### src/hdl/assert_macros.svh
// Assertion macros shared by the day-count-to-date RTL.
// Depends on nothing; the including module must provide clk and arst_n.
`ifndef ASSERT_MACROS_SVH
`define ASSERT_MACROS_SVH

// Checks a property at every rising clock edge outside reset.
`define DCD_ASSERT(lbl, prop, msg) \
	lbl: assert property (@(posedge clk) disable iff (!arst_n) (prop)) else $error(msg);

// Checks that a condition never holds at a rising clock edge outside reset.
`define DCD_ASSERT_NEVER(lbl, cond, msg) \
	lbl: assert property (@(posedge clk) disable iff (!arst_n) !(cond)) else $error(msg);

`endif

### src/hdl/dcd_pkg.sv
// Package for the day-count-to-date unit: calendar constants, widths and the result struct.
// Depends on nothing.
package dcd_pkg;

	localparam int unsigned MAX_YEAR = 9999;
	localparam int unsigned DAY_W = 22;
	localparam int unsigned LEN_W = 18;
	localparam int unsigned YEAR_BITS = $clog2(MAX_YEAR + 1);
	localparam int unsigned YR_W = (YEAR_BITS > 14) ? YEAR_BITS : 14;

	localparam int unsigned NEXT_YEAR = MAX_YEAR + 1;
	localparam logic [31:0] LAST_DAY = 32'(365 * NEXT_YEAR + (NEXT_YEAR + 3) / 4
		- (NEXT_YEAR + 99) / 100 + (NEXT_YEAR + 399) / 400 - 1);

	localparam logic [LEN_W-1:0] ERA_DAYS = LEN_W'(146097);
	localparam logic [LEN_W-1:0] LEAP_CENT_DAYS = LEN_W'(36525);
	localparam logic [LEN_W-1:0] CENT_DAYS = LEN_W'(36524);
	localparam logic [LEN_W-1:0] QUAD_DAYS = LEN_W'(1461);
	localparam logic [LEN_W-1:0] SHORT_QUAD_DAYS = LEN_W'(1460);
	localparam logic [LEN_W-1:0] LEAP_YEAR_DAYS = LEN_W'(366);
	localparam logic [LEN_W-1:0] YEAR_DAYS = LEN_W'(365);
	localparam logic [4:0] LEAP_FEB_DAYS = 5'd29;
	localparam logic [3:0] FEB_IDX = 4'd1;
	localparam logic [3:0] DEC_IDX = 4'd11;

	localparam logic [4:0] MONTH_LEN [12] = '{5'd31, 5'd28, 5'd31, 5'd30, 5'd31, 5'd30,
		5'd31, 5'd31, 5'd30, 5'd31, 5'd30, 5'd31};

	typedef struct packed {
		logic        valid;
		logic [4:0]  day_of_month;
		logic [3:0]  month_number;
		logic [13:0] year_number;
		logic        out_of_range;
	} dcd_res_t;

endpackage

### src/hdl/day_count_to_date_unit.sv
// Top level of the day-count-to-date unit: input handshake, conversion core and output register.
// Depends on dcd_pkg and dcd_core.
//
// The unit turns a zero-based count of days since 1 January of year 0 (proleptic Gregorian)
// into day, month and year, and saturates to 31 December of MAX_YEAR with out_of_range set
// when the count lies past that day. One transaction at a time is converted: in_stall is high
// from acceptance until the core has handed its result to the output register. A single
// subtractor peels one span per cycle, in the order 400-year eras, centuries, four-year groups,
// years in the group and months; a saturated count skips straight to the result. A finished
// result waits in the output register, so the next transaction can be accepted while it is not
// yet taken.
module day_count_to_date_unit (
	input  logic                      clk,
	input  logic                      arst_n,
	input  logic                      in_valid,
	output logic                      in_stall,
	input  logic [dcd_pkg::DAY_W-1:0] day_count,
	output logic                      out_valid,
	input  logic                      out_stall,
	output logic [4:0]                day_of_month,
	output logic [3:0]                month_number,
	output logic [13:0]               year_number,
	output logic                      out_of_range
);
	import dcd_pkg::*;

	logic     core_idle;
	logic     core_ack;
	dcd_res_t core_res;
	logic     out_valid_q;

	assign in_stall = !core_idle;
	assign core_ack = !out_valid_q || !out_stall;

	dcd_core u_core (
		.clk       (clk),
		.arst_n    (arst_n),
		.start     (in_valid),
		.day_count (day_count),
		.ack       (core_ack),
		.idle      (core_idle),
		.res       (core_res)
	);

	always_ff @(posedge clk or negedge arst_n) begin
		if (!arst_n) begin
			out_valid_q <= 1'b0;
		end else if (core_ack) begin
			out_valid_q <= core_res.valid;
		end
	end

	always_ff @(posedge clk) begin
		if (core_ack && core_res.valid) begin
			day_of_month <= core_res.day_of_month;
			month_number <= core_res.month_number;
			year_number <= core_res.year_number;
			out_of_range <= core_res.out_of_range;
		end
	end

	assign out_valid = out_valid_q;

endmodule

### src/hdl/dcd_core.sv
// Iterative conversion core: peels 400-year, century, four-year, year and month spans
// with one shared subtractor. Depends on dcd_pkg and assert_macros.svh.
module dcd_core (
	input  logic                      clk,
	input  logic                      arst_n,
	input  logic                      start,
	input  logic [dcd_pkg::DAY_W-1:0] day_count,
	input  logic                      ack,
	output logic                      idle,
	output dcd_pkg::dcd_res_t         res
);
	import dcd_pkg::*;

	`include "assert_macros.svh"

	typedef enum logic [6:0] {
		ST_IDLE = 7'b0000001,
		ST_ERA  = 7'b0000010,
		ST_CENT = 7'b0000100,
		ST_QUAD = 7'b0001000,
		ST_YEAR = 7'b0010000,
		ST_MON  = 7'b0100000,
		ST_FIN  = 7'b1000000
	} state_t;

	state_t             state_q;
	logic [DAY_W-1:0]   rem_q;
	logic [YR_W-1:0]    year_q;
	logic [1:0]         cent_q;
	logic [4:0]         quad_q;
	logic [1:0]         yq_q;
	logic [3:0]         mon_q;
	logic               oor_q;
	logic               leap;
	logic               too_big;
	logic [LEN_W-1:0]   len_sel;
	logic [YR_W-1:0]    year_step;
	logic [DAY_W:0]     diff;
	logic               fits;

	assign leap = (yq_q == 2'd0) && ((quad_q != 5'd0) || (cent_q == 2'd0));
	assign too_big = {10'd0, day_count} > LAST_DAY;

	always_comb begin
		len_sel = YEAR_DAYS;
		year_step = YR_W'(1);
		unique case (state_q)
			ST_ERA: begin
				len_sel = ERA_DAYS;
				year_step = YR_W'(400);
			end
			ST_CENT: begin
				len_sel = (cent_q == 2'd0) ? LEAP_CENT_DAYS : CENT_DAYS;
				year_step = YR_W'(100);
			end
			ST_QUAD: begin
				len_sel = ((quad_q == 5'd0) && (cent_q != 2'd0)) ? SHORT_QUAD_DAYS : QUAD_DAYS;
				year_step = YR_W'(4);
			end
			ST_YEAR: begin
				len_sel = leap ? LEAP_YEAR_DAYS : YEAR_DAYS;
			end
			ST_MON: begin
				if ((mon_q == FEB_IDX) && leap) begin
					len_sel = LEN_W'(LEAP_FEB_DAYS);
				end else begin
					len_sel = LEN_W'(MONTH_LEN[mon_q]);
				end
			end
			default: begin
				len_sel = YEAR_DAYS;
			end
		endcase
	end

	assign diff = {1'b0, rem_q} - {{(DAY_W + 1 - LEN_W){1'b0}}, len_sel};
	assign fits = !diff[DAY_W];

	always_ff @(posedge clk or negedge arst_n) begin
		if (!arst_n) begin
			state_q <= ST_IDLE;
		end else begin
			unique case (state_q)
				ST_IDLE: begin
					if (start) begin
						state_q <= too_big ? ST_FIN : ST_ERA;
					end
				end
				ST_ERA: begin
					if (!fits) begin
						state_q <= ST_CENT;
					end
				end
				ST_CENT: begin
					if (!fits) begin
						state_q <= ST_QUAD;
					end
				end
				ST_QUAD: begin
					if (!fits) begin
						state_q <= ST_YEAR;
					end
				end
				ST_YEAR: begin
					if (!fits) begin
						state_q <= ST_MON;
					end
				end
				ST_MON: begin
					if (!fits || (mon_q == DEC_IDX)) begin
						state_q <= ST_FIN;
					end
				end
				ST_FIN: begin
					if (ack) begin
						state_q <= ST_IDLE;
					end
				end
				default: begin
					state_q <= ST_IDLE;
				end
			endcase
		end
	end

	always_ff @(posedge clk) begin
		if ((state_q == ST_IDLE) && start) begin
			cent_q <= 2'd0;
			quad_q <= 5'd0;
			yq_q <= 2'd0;
			if (too_big) begin
				rem_q <= DAY_W'(30);
				mon_q <= DEC_IDX;
				year_q <= YR_W'(MAX_YEAR);
				oor_q <= 1'b1;
			end else begin
				rem_q <= day_count;
				mon_q <= 4'd0;
				year_q <= '0;
				oor_q <= 1'b0;
			end
		end else if (fits && ((state_q == ST_ERA) || (state_q == ST_CENT)
				|| (state_q == ST_QUAD) || (state_q == ST_YEAR))) begin
			rem_q <= diff[DAY_W-1:0];
			year_q <= year_q + year_step;
			if (state_q == ST_CENT) begin
				cent_q <= cent_q + 2'd1;
			end
			if (state_q == ST_QUAD) begin
				quad_q <= quad_q + 5'd1;
			end
			if (state_q == ST_YEAR) begin
				yq_q <= yq_q + 2'd1;
			end
		end else if (fits && (state_q == ST_MON) && (mon_q != DEC_IDX)) begin
			rem_q <= diff[DAY_W-1:0];
			mon_q <= mon_q + 4'd1;
		end
	end

	assign idle = (state_q == ST_IDLE);
	assign res.valid = (state_q == ST_FIN);
	assign res.day_of_month = rem_q[4:0] + 5'd1;
	assign res.month_number = mon_q + 4'd1;
	assign res.year_number = year_q[13:0];
	assign res.out_of_range = oor_q;

	`DCD_ASSERT(a_month_ok, res.valid |-> (mon_q <= DEC_IDX), "month index past December")
	`DCD_ASSERT(a_sat_date, res.valid && res.out_of_range |->
		(res.day_of_month == 5'd31) && (res.month_number == 4'd12), "saturated date wrong")
	`DCD_ASSERT(a_start_busy, idle && start |=> !idle, "start did not leave idle")
	`DCD_ASSERT_NEVER(a_day_range, res.valid && (rem_q > DAY_W'(30)), "day past 31")

endmodule

### config.mk
export PLATFORM = sky130hd
export DESIGN_NAME = day_count_to_date_unit
export DESIGN_NICKNAME = d
export VERILOG_FILES = /design/src/hdl/dcd_pkg.sv /design/src/hdl/day_count_to_date_unit.sv /design/src/hdl/dcd_core.sv
export VERILOG_INCLUDE_DIRS = /design/src /design/src/hdl
export SDC_FILE = /design/constraint.sdc
export NUM_CORES = 1
export LEC_CHECK = 0
export BUFFER_PORTS_ARGS = -buffer_cell sky130_fd_sc_hd__buf_2
export CAP_MARGIN = 20
export CORE_MARGIN = 2
export CORE_UTILIZATION = 30
export DETAILED_ROUTE_END_ITERATION = 10
export SYNTH_ARGS = -nofsm -noshare
export SYNTH_HDL_FRONTEND = slang
export SYNTH_SLANG_ARGS = --single-unit
### constraint.sdc
create_clock -name clk -period 4.3 [get_ports clk]
set_input_delay 0.43 -clock clk [delete_from_list [all_inputs] [get_ports clk]]
set_output_delay 0.43 -clock clk [all_outputs]
set_load 0.01 [all_outputs]
==> results.md, run 1 <==
- The vias after detailed routing is 3860.
- Setup violations remaining at the end of the flow were counted as 0.
- The overall global routing resource usage is 13.9%.
- The starting utilization of the core area is 30.4%.
- STA classifies the critical path endpoint as a register.
- Across the routed clock network, the largest skew measured is 0.00660 ns.
- The kind of cell with the highest combined delay along the critical path is simple AND/OR/NAND/NOR gates.
- Routability-driven placement finished with a final weighted congestion of 0.862.
- The number of rows in the core area is 47.
- By area the synthesized netlist is led by sky130_fd_sc_hd__edfxtp_1 (39%), sky130_fd_sc_hd__ha_1 (7.8%), sky130_fd_sc_hd__xnor2_1 (4.0%).
- For this design the ratio of total power to cell area is 375 nW/um^2.
- The post-route minimum period is 4.16 ns.
- The leading area contributor after synthesis is sky130_fd_sc_hd__edfxtp_1.
- The kind of start point of the critical path is a register.
- At the pin with the least slew margin, the transition time is 0.620 ns.
- The dominant synthesized flop cell is sky130_fd_sc_hd__edfxtp_1.
- The max-capacitance violation count is 0.
- In the final routed layout, each cell accounts on average for 15.6 microns.
- At the later pin of the worst-skew pair, clock insertion delay measures 0.35 ns.
- The peak clock frequency supported by timing is 240 MHz.
- Counting flops with a built-in enable in the synthesized netlist gives 65.
- The root buffer cell chosen for the clock tree is sky130_fd_sc_hd__clkbuf_16.
- Yosys printed 0 warnings.
- Together, buffers and inverters on the worst path number 1.
- Summed over its instances, the top area cell type makes up 39.2% of the synthesized netlist area.
- The CTS tree is yes.
- The worst slack on hold paths is 0.380 ns.
- Relative to the synthesized area, the layout overhead comes to 19.2%.
- The total count of hold-check failures in the final report is 0.
- The number of input and output port buffers inserted is 51.
- Clock tree synthesis found a total of 82 sinks.
- The number of max-slew violations in the final report is 0.
- Counting instances in the post-synthesis netlist gives the leading cell types as sky130_fd_sc_hd__edfxtp_1 (65), sky130_fd_sc_hd__nand2_1 (40), sky130_fd_sc_hd__o21ai_0 (32).
- The path class of the tightest hold or removal check is in2reg.
- The mean instance size in the synthesized netlist is 10.5 sq um.
- Entering global routing, the biggest net connects 25 pins.
- Cells with a size suffix above 1 make up 20.9% of the layout.
- The overall die height is 133 microns.
- The initial antenna violation count was 0.
- For the worst setup path, the data required time is 4.40 ns.
- The clock-pin slew on the worst setup and hold paths is 0.07 ns.
- At the worst endpoint, the arrival time is 4.27 ns.
- The critical-path maximum fanout is 6.
- The wire-length estimate of the detail-placed layout is 9090 microns.
- The longest clock path from root to sink contains 2 buffers.
- The critical path's largest stage delay is 0.59 ns.
- The number of cells in the design after placement is 753.
- The flow ran to the end, and the final reports show no timing, DRC or antenna violations.
- The final net count is 603.
- The first routing iteration left 296 violations.
- The top-level port count is 52.
- IR analysis of the VDD net gives a maximum drop of 172 uV.
- The width of the chip is 133 microns.
- The worst setup path is of the reg2reg kind.
- Setup repair after global routing left no endpoint under its margin.
- The number of global-route vias before repair is 3898.
- The buffer count from post-CTS setup fixing is 0.
- Summed over all layers, the routed wires come to 12000 microns.
- For this design, the slowest cell found on the critical path is sky130_fd_sc_hd__or4b_4.
- The headroom to the max-slew limit is 58.3%.
- The H-tree was split into 3 levels.
- The number of clock buffers inserted by TritonCTS is 9.
- The floorplan step defined a core boundary enclosing 16400 sq um.
- Of the synthesized area, sequential elements account for 46.9%.
- The cell area after technology mapping is 4980 sq um.
- The first detailed-routing pass took 5 iterations.
- The number of nets with antenna violations after detailed routing is 0.
- The final standard cell count with taps included and fillers excluded is 770.
- The die covers 17600 sq um.
- Walking the worst path, the cells encountered are or4_4 > or4b_4 > o21ai_4 > nor2_1 > inv_1 > ha_1 > a211oi_2 > nor2_1 > or4_4 > o211a_1 > o21a_1 > or3_1 > a32o_1.
- In the routed layout, each cell is associated on average with a via count of 5.01.
- The count of distinct cell types in the synthesized netlist is 76.
- For this design the static power due to leakage is 2.36 nW.
- 0 antenna diodes ended up in the layout.
- The DRC violations left is 0.
- The number of nets in the synthesized netlist is 531.
- For this run, asynchronously set or reset flops after synthesis account for 9.76%.
- The number of cells produced by synthesis is 473.
- The setup TNS is 0 ns.
- Yosys instantiated no cell more often than sky130_fd_sc_hd__edfxtp_1.
- After layout, the worst path uses 96.8% of the clock period.
- The total grt overflow is 0.
- The first global-routing pass estimated 19400 microns of wire.
- The total of flip-flops plus latches after synthesis is 82.
-- logic make-up (layout without fill, tap and decap cells) --
kind of cell / count (synthesis) / count (layout) / share of synthesized area, %
AOI/OAI and AO/OA: 142 / 142 / 20.3
xor gates and xnor gates: 32 / 32 / 5.63
adders and majority gates: 32 / 32 / 8.19
buffers and inverters: 39 / 116 / 3.09
DFF: 82 / 82 / 46.9
muxes: 4 / 4 / 0.829
and+or+nand+nor: 142 / 142 / 15.1
-- state kept, by name (all words and copies together), names as in the netlist --
signal / count
u_core.mon_q: 4
u_core.yq_q: 2
month_number: 4
year_number: 14
u_core.year_q: 14
day_of_month: 5
u_core.cent_q: 2
u_core.state_q: 7
u_core.oor_q: 1
out_valid: 1
u_core.quad_q: 5
u_core.rem_q: 22
out_of_range: 1
-- per-stage QoR --
| step | setup slack [ns] | cell area (sq um) | power (W) | utilization, % |
|---|---|---|---|---|
| 2_1_floorplan | 0.0395 | 4980 | 0.00135 | - |
| 3_3_place_gp | 0.165 | 5630 | 0.00148 | 34.3 |
| 3_5_place_dp | 0.0921 | 5630 | 0.00149 | 34.3 |
| 4_1_cts | 0.0681 | 5930 | 0.00224 | 36.1 |
| 5_1_grt | 0.00282 | 5930 | 0.00234 | 36.2 |
| 6_report | 0.137 | 5930 | 0.00223 | 36.2 |
-- per-layer routing --
metal	share of wire, %	up-vias	wire length, microns	GRT usage [%]
li1	-	1909	-	-
met1	46	1816	5480	17.8
met2	46	118	5560	23.1
met3	5.6	17	666	2.91
met4	2.3	0	274	5.56
met5	0	-	0	0
-- timing repair --
action | 4_1_cts | 5_1_grt
setup endpoints to repair | 0 | 46
hold buffers | 1 | 0
hold endpoints to repair | 7 | 0
resized for setup | 0 | 2
-- cell usage in the layout (no fill, tap or decap), drive strengths merged, types with 10 or more instances in the layout --
cell	netlist	final
ha	31	31
nand3	10	10
nand2	40	40
o21ai	38	38
a21oi	29	29
edfxtp	65	65
a21o	10	10
buf	6	72
inv	27	30
nor2	34	34
xnor2	23	23
-- cell type report --
| class | count | area (sq um) |
|---|---|---|
| clock inverter | 7 | 58.8 |
| multi-input combinational | 352 | 2500 |
| clock buffer | 9 | 225 |
| timing repair buffer | 73 | 435 |
| sequential | 82 | 2330 |
| inverter | 27 | 101 |
| tap | 220 | 275 |
| fill | 1621 | 10500 |
-- worst paths after layout --
path	from	to	slack [ns]	cells after the start
max	u_core.state_q[5]$_DFFE_PN0P_	u_core.rem_q[13]$_DFFE_PP_	0.14	13
min in group asynchronous	arst_n	u_core.state_q[6]$_DFFE_PN0P_	0.46	2
min	day_count[0]	u_core.rem_q[0]$_DFFE_PP_	0.38	3
max in group asynchronous	arst_n	u_core.state_q[0]$_DFFE_PN1P_	3.59	2
min reg2reg	u_core.oor_q$_DFFE_PP_	out_of_range$_DFFE_PP_	0.43	0
max reg2reg	u_core.state_q[5]$_DFFE_PN0P_	u_core.rem_q[13]$_DFFE_PP_	0.14	13
-- report_power, final --
part | switching, W | internal, W
Clock | 0.000348 | 0.000399
Combinational | 0.000279 | 0.000227
Sequential | 0.0000361 | 0.000938
Total | 0.000663 | 0.00156
-- worst min-delay path: stages --
cell,delay [ns]
sky130_fd_sc_hd__buf_2,0.09
sky130_fd_sc_hd__nand2_1,0.04
sky130_fd_sc_hd__o21ai_0,0.06
No activity file was read; power rests on OpenSTA's default activity.
==> run 2, diff against run 1 <==
--- a/config.mk
+++ b/config.mk
@@ -8,7 +8,7 @@
 export LEC_CHECK = 0
 export BUFFER_PORTS_ARGS = -buffer_cell sky130_fd_sc_hd__buf_2
 export CAP_MARGIN = 20
-export CORE_MARGIN = 2
+export CORE_MARGIN = 8
 export CORE_UTILIZATION = 30
 export DETAILED_ROUTE_END_ITERATION = 10
 export SYNTH_ARGS = -nofsm -noshare
==> run 2 against run 1 <==
Compared with the run above: sequential cell count stayed put; clock power is 7.9% higher; sequential power hardly changed; maximum frequency is 0.71% higher; worst hold slack worse by 0.0073 ns.
==> results.md, run 2 (same netlist as run 1, synthesis figures left out) <==
- The maximum clock skew at final layout was 0.0130 ns (+0.00636 ns).
- The startpoint of the lowest-slack register-to-register path is u_core.state_q[5]$_DFFE_PN0P_.
- The worst setup path is launched from a register.
- The total grt overflow is 0 (unchanged).
- Leaving out fill and tap cells, the most frequent cell in the layout is sky130_fd_sc_hd__edfxtp_1.
- The area enclosed by the die boundary came to 21000 sq um (+19%).
- The number of endpoints failing setup at the final stage is 0 (unchanged).
- The switching power of the nets is 0.000660 W (-0.50%).
- The critical path's largest stage delay is 0.58 ns (about the same).
- The arrival time at the worst endpoint is 4.24 ns (-0.03 ns).
- The max-capacitance violation count came to 0 (unchanged).
- The number of rows in the core area came to 47 (unchanged).
- The HPWL after detailed placement is 9500 microns (+4.5%).
- The register name with the most flops is u_core.rem_q.
- The areal power density over the cells is 385 nW/um^2 (+2.6%).
- The post-route minimum period is 4.13 ns (-0.0293 ns).
- The share of post-route cells with drive strength above 1 came to 20.1% (-0.76 points).
- The DRC violations left is 0 (unchanged).
- The headroom to the max-slew limit was 56.3% (-2.0 points).
- The number of diodes added for antenna fixing is 0 (unchanged).
- The number of nets with antenna violations after detailed routing is 0 (unchanged).
- The path depth of the worst reg2reg path is 13 (unchanged).
- The level count of the clock H-tree is 3 (unchanged).
- The routed length per instance is 16.2 microns (+3.8%).
- The total count of hold-check failures in the final report was 0 (unchanged).
- The initial antenna violation count was 0 (unchanged).
- The global-route wire length before repair is 20100 microns (+3.9%).
- The worst flop-to-flop path endpoint is u_core.rem_q[13]$_DFFE_PP_.
- The final net count is 599 (-0.66%).
- The flip-flop count of the largest register after layout is 22 (unchanged).
- The largest registers in the layout are u_core.rem_q (22), u_core.year_q (14), year_number (14).
- The critical-path maximum fanout is 5 (-1).
- The standby leakage power is 2.36 nW (about the same).
- The root buffer selected by CTS is sky130_fd_sc_hd__clkbuf_16.
- The number of clock buffers inserted by TritonCTS is 9 (unchanged).
- The largest vdd supply drop came to 200 uV (+17%).
- The maximum clock insertion buffer count was 2 (unchanged).
- The worst hold path class is in2reg.
- The capture point of the critical path is u_core.rem_q[13]$_DFFE_PP_.
- The actual slew at the worst max-slew pin was 0.655 ns (+0.0354 ns).
- The starting utilization of the core area is 30.4% (unchanged).
- In the layout the commonest cells are sky130_fd_sc_hd__edfxtp_1 (65), sky130_fd_sc_hd__buf_2 (51), sky130_fd_sc_hd__nand2_1 (40).
- The top-level port count is 52 (unchanged).
- The final routed wirelength across all metal layers is 12400 microns (+3.3%).
- The data required time of the worst path is 4.40 ns (about the same).
- The fraction of power consumed by sequential logic is 42.7% (-1.0 points).
- TritonCTS built the clock tree.
- The number of global-route vias before repair is 3965 (+1.7%).
- Traced cell by cell, the critical path runs through or4_4 > or4b_4 > o21ai_4 > nor2_1 > inv_1 > ha_1 > a211oi_2 > nor2_1 > or4_4 > o211a_1 > o21a_1 > or3_1 > a32o_1.
- The width of the chip is 145 microns (+9.0%).
- The overall die height is 145 microns (+9.0%).
- The clock sink count is 82 (unchanged).
- The final cycle utilization of the critical path is 96.1% (-0.68 points).
- Relative to the synthesized area, the layout overhead comes to 19.0%.
- The final estimated routing congestion in global placement came to 0.919 (+6.6%).
- The register-to-register setup slack is 0.17 ns (+0.03 ns).
- The mean number of vias per cell is 5.16 (+2.9%).
- The clock latency on the worst-skew pair is 0.36 ns (about the same).
- The clock-pin slew on the worst setup and hold paths is 0.07 ns (about the same).
- The highest-delay cell along the critical path is sky130_fd_sc_hd__or4b_4.
- The share of total power in combinational logic is 21.9% (-0.8 points).
- The switching part of the total power is 28.9% (-0.85 points).
- Setup repair after global routing left no endpoint under its margin.
- The critical path depth in cells is 13 (unchanged).
- The number of buffer and inverter instances along the worst setup path is 1 (unchanged).
- The overall global routing resource usage is 12.4% (-1.5 points).
- The endpoint kind of the worst setup timing path is a register.
- The start-to-end type of the worst setup path is reg2reg.
- The detailed router's first-iteration violation count is 260 (-12%).
- The clock network power share is 35.4% (+1.8 points).
- The peak clock frequency supported by timing was 242 MHz (+0.71%).
- The pin count of the biggest net entering global routing is 29 (+16%).
- The number of max-slew violations in the final report was 0 (unchanged).
- The cell family contributing the most delay on the critical path is simple AND/OR/NAND/NOR gates.
- The setup TNS was 0 ns (unchanged).
- The worst slack on hold paths is 0.373 ns (-0.00727 ns).
- The number of input and output port buffers inserted is 51 (unchanged).
- The internal power is 0.00162 W (+3.7%).
- The vias after detailed routing is 3951 (+2.4%).
- The run finished with clean final reports.
- The most critical setup path has its startpoint at u_core.state_q[5]$_DFFE_PN0P_.
- The area inside the core boundary was 16400 sq um (unchanged).
- The number of detailed-route iterations in the first pass is 5 (unchanged).
-- run 2: final cells by class --
class / count / area [sq um]
fillers: 1647 / 10500
multi-input cells: 352 / 2500
clock inverters: 7 / 83.8
inverters: 27 / 101
well taps: 220 / 275
repair buffers: 69 / 405
flip-flops and latches: 82 / 2330
clock buffers: 9 / 225
-- run 2: worst min path at each step --
stage / from / endpoint / slack [ns] / cells past startpoint
after floorplan: arst_n / out_valid$_DFFE_PN0P_ / 0.13 / 0
after global placement: arst_n / out_valid$_DFFE_PN0P_ / 0.28 / 1
after detailed placement: arst_n / out_valid$_DFFE_PN0P_ / 0.29 / 1
after CTS: day_count[16] / u_core.rem_q[16]$_DFFE_PP_ / 0.35 / 2
after global routing: day_count[16] / u_core.rem_q[16]$_DFFE_PP_ / 0.38 / 2
final: day_count[16] / u_core.rem_q[16]$_DFFE_PP_ / 0.37 / 2
-- run 2: power groups by stage --
stage	Sequential, W	Combinational (W)	Clock, W
global route	0.000981	0.000558	0.000856
global placement	0.000990	0.000484	0
CTS	0.000975	0.000501	0.000830
finish	0.000975	0.000500	0.000806
detailed placement	0.000992	0.000495	0
floorplan	0.000978	0.000367	0
-- run 2: per-layer routing --
layer,vias to the layer above,share of wire (%),wire [microns],global-route usage [%]
met4,0,1.4,169,3.83
met3,16,5.7,700,3.44
met2,117,49,6120,21.5
met5,-,0,0,0
met1,1911,44,5390,14.6
li1,1907,-,-,-
-- run 2: worst reg2reg max path: cells and delay by family (launching register included) --
| kind | cells | cell delay, ns |
|---|---|---|
| buffers and inverters | 1 | 0.07 |
| AOI/OAI and AO/OA | 5 | 1.05 |
| DFF | 1 | 0.40 |
| adders and majority gates | 1 | 0.27 |
| and+or+nand+nor | 6 | 2.09 |
-- run 2: stage by stage --
step,area (sq um),utilization (%),cells,total power [W],worst slack [ns]
2_1_floorplan,4980,-,473,0.00135,0.0395
3_3_place_gp,5600,34.1,749,0.00147,0.208
3_5_place_dp,5600,34.1,749,0.00149,0.0963
4_1_cts,5920,36.1,766,0.00231,0.0820
5_1_grt,5920,36.1,766,0.00239,0.0106
6_report,5920,36.1,766,0.00228,0.166
-- run 2: repair_timing --
action	CTS	global route
endpoints found under the hold margin	7	0
resized for setup	0	1
hold buffers	1	0
setup endpoints to repair	0	40
setup buffers	0	0
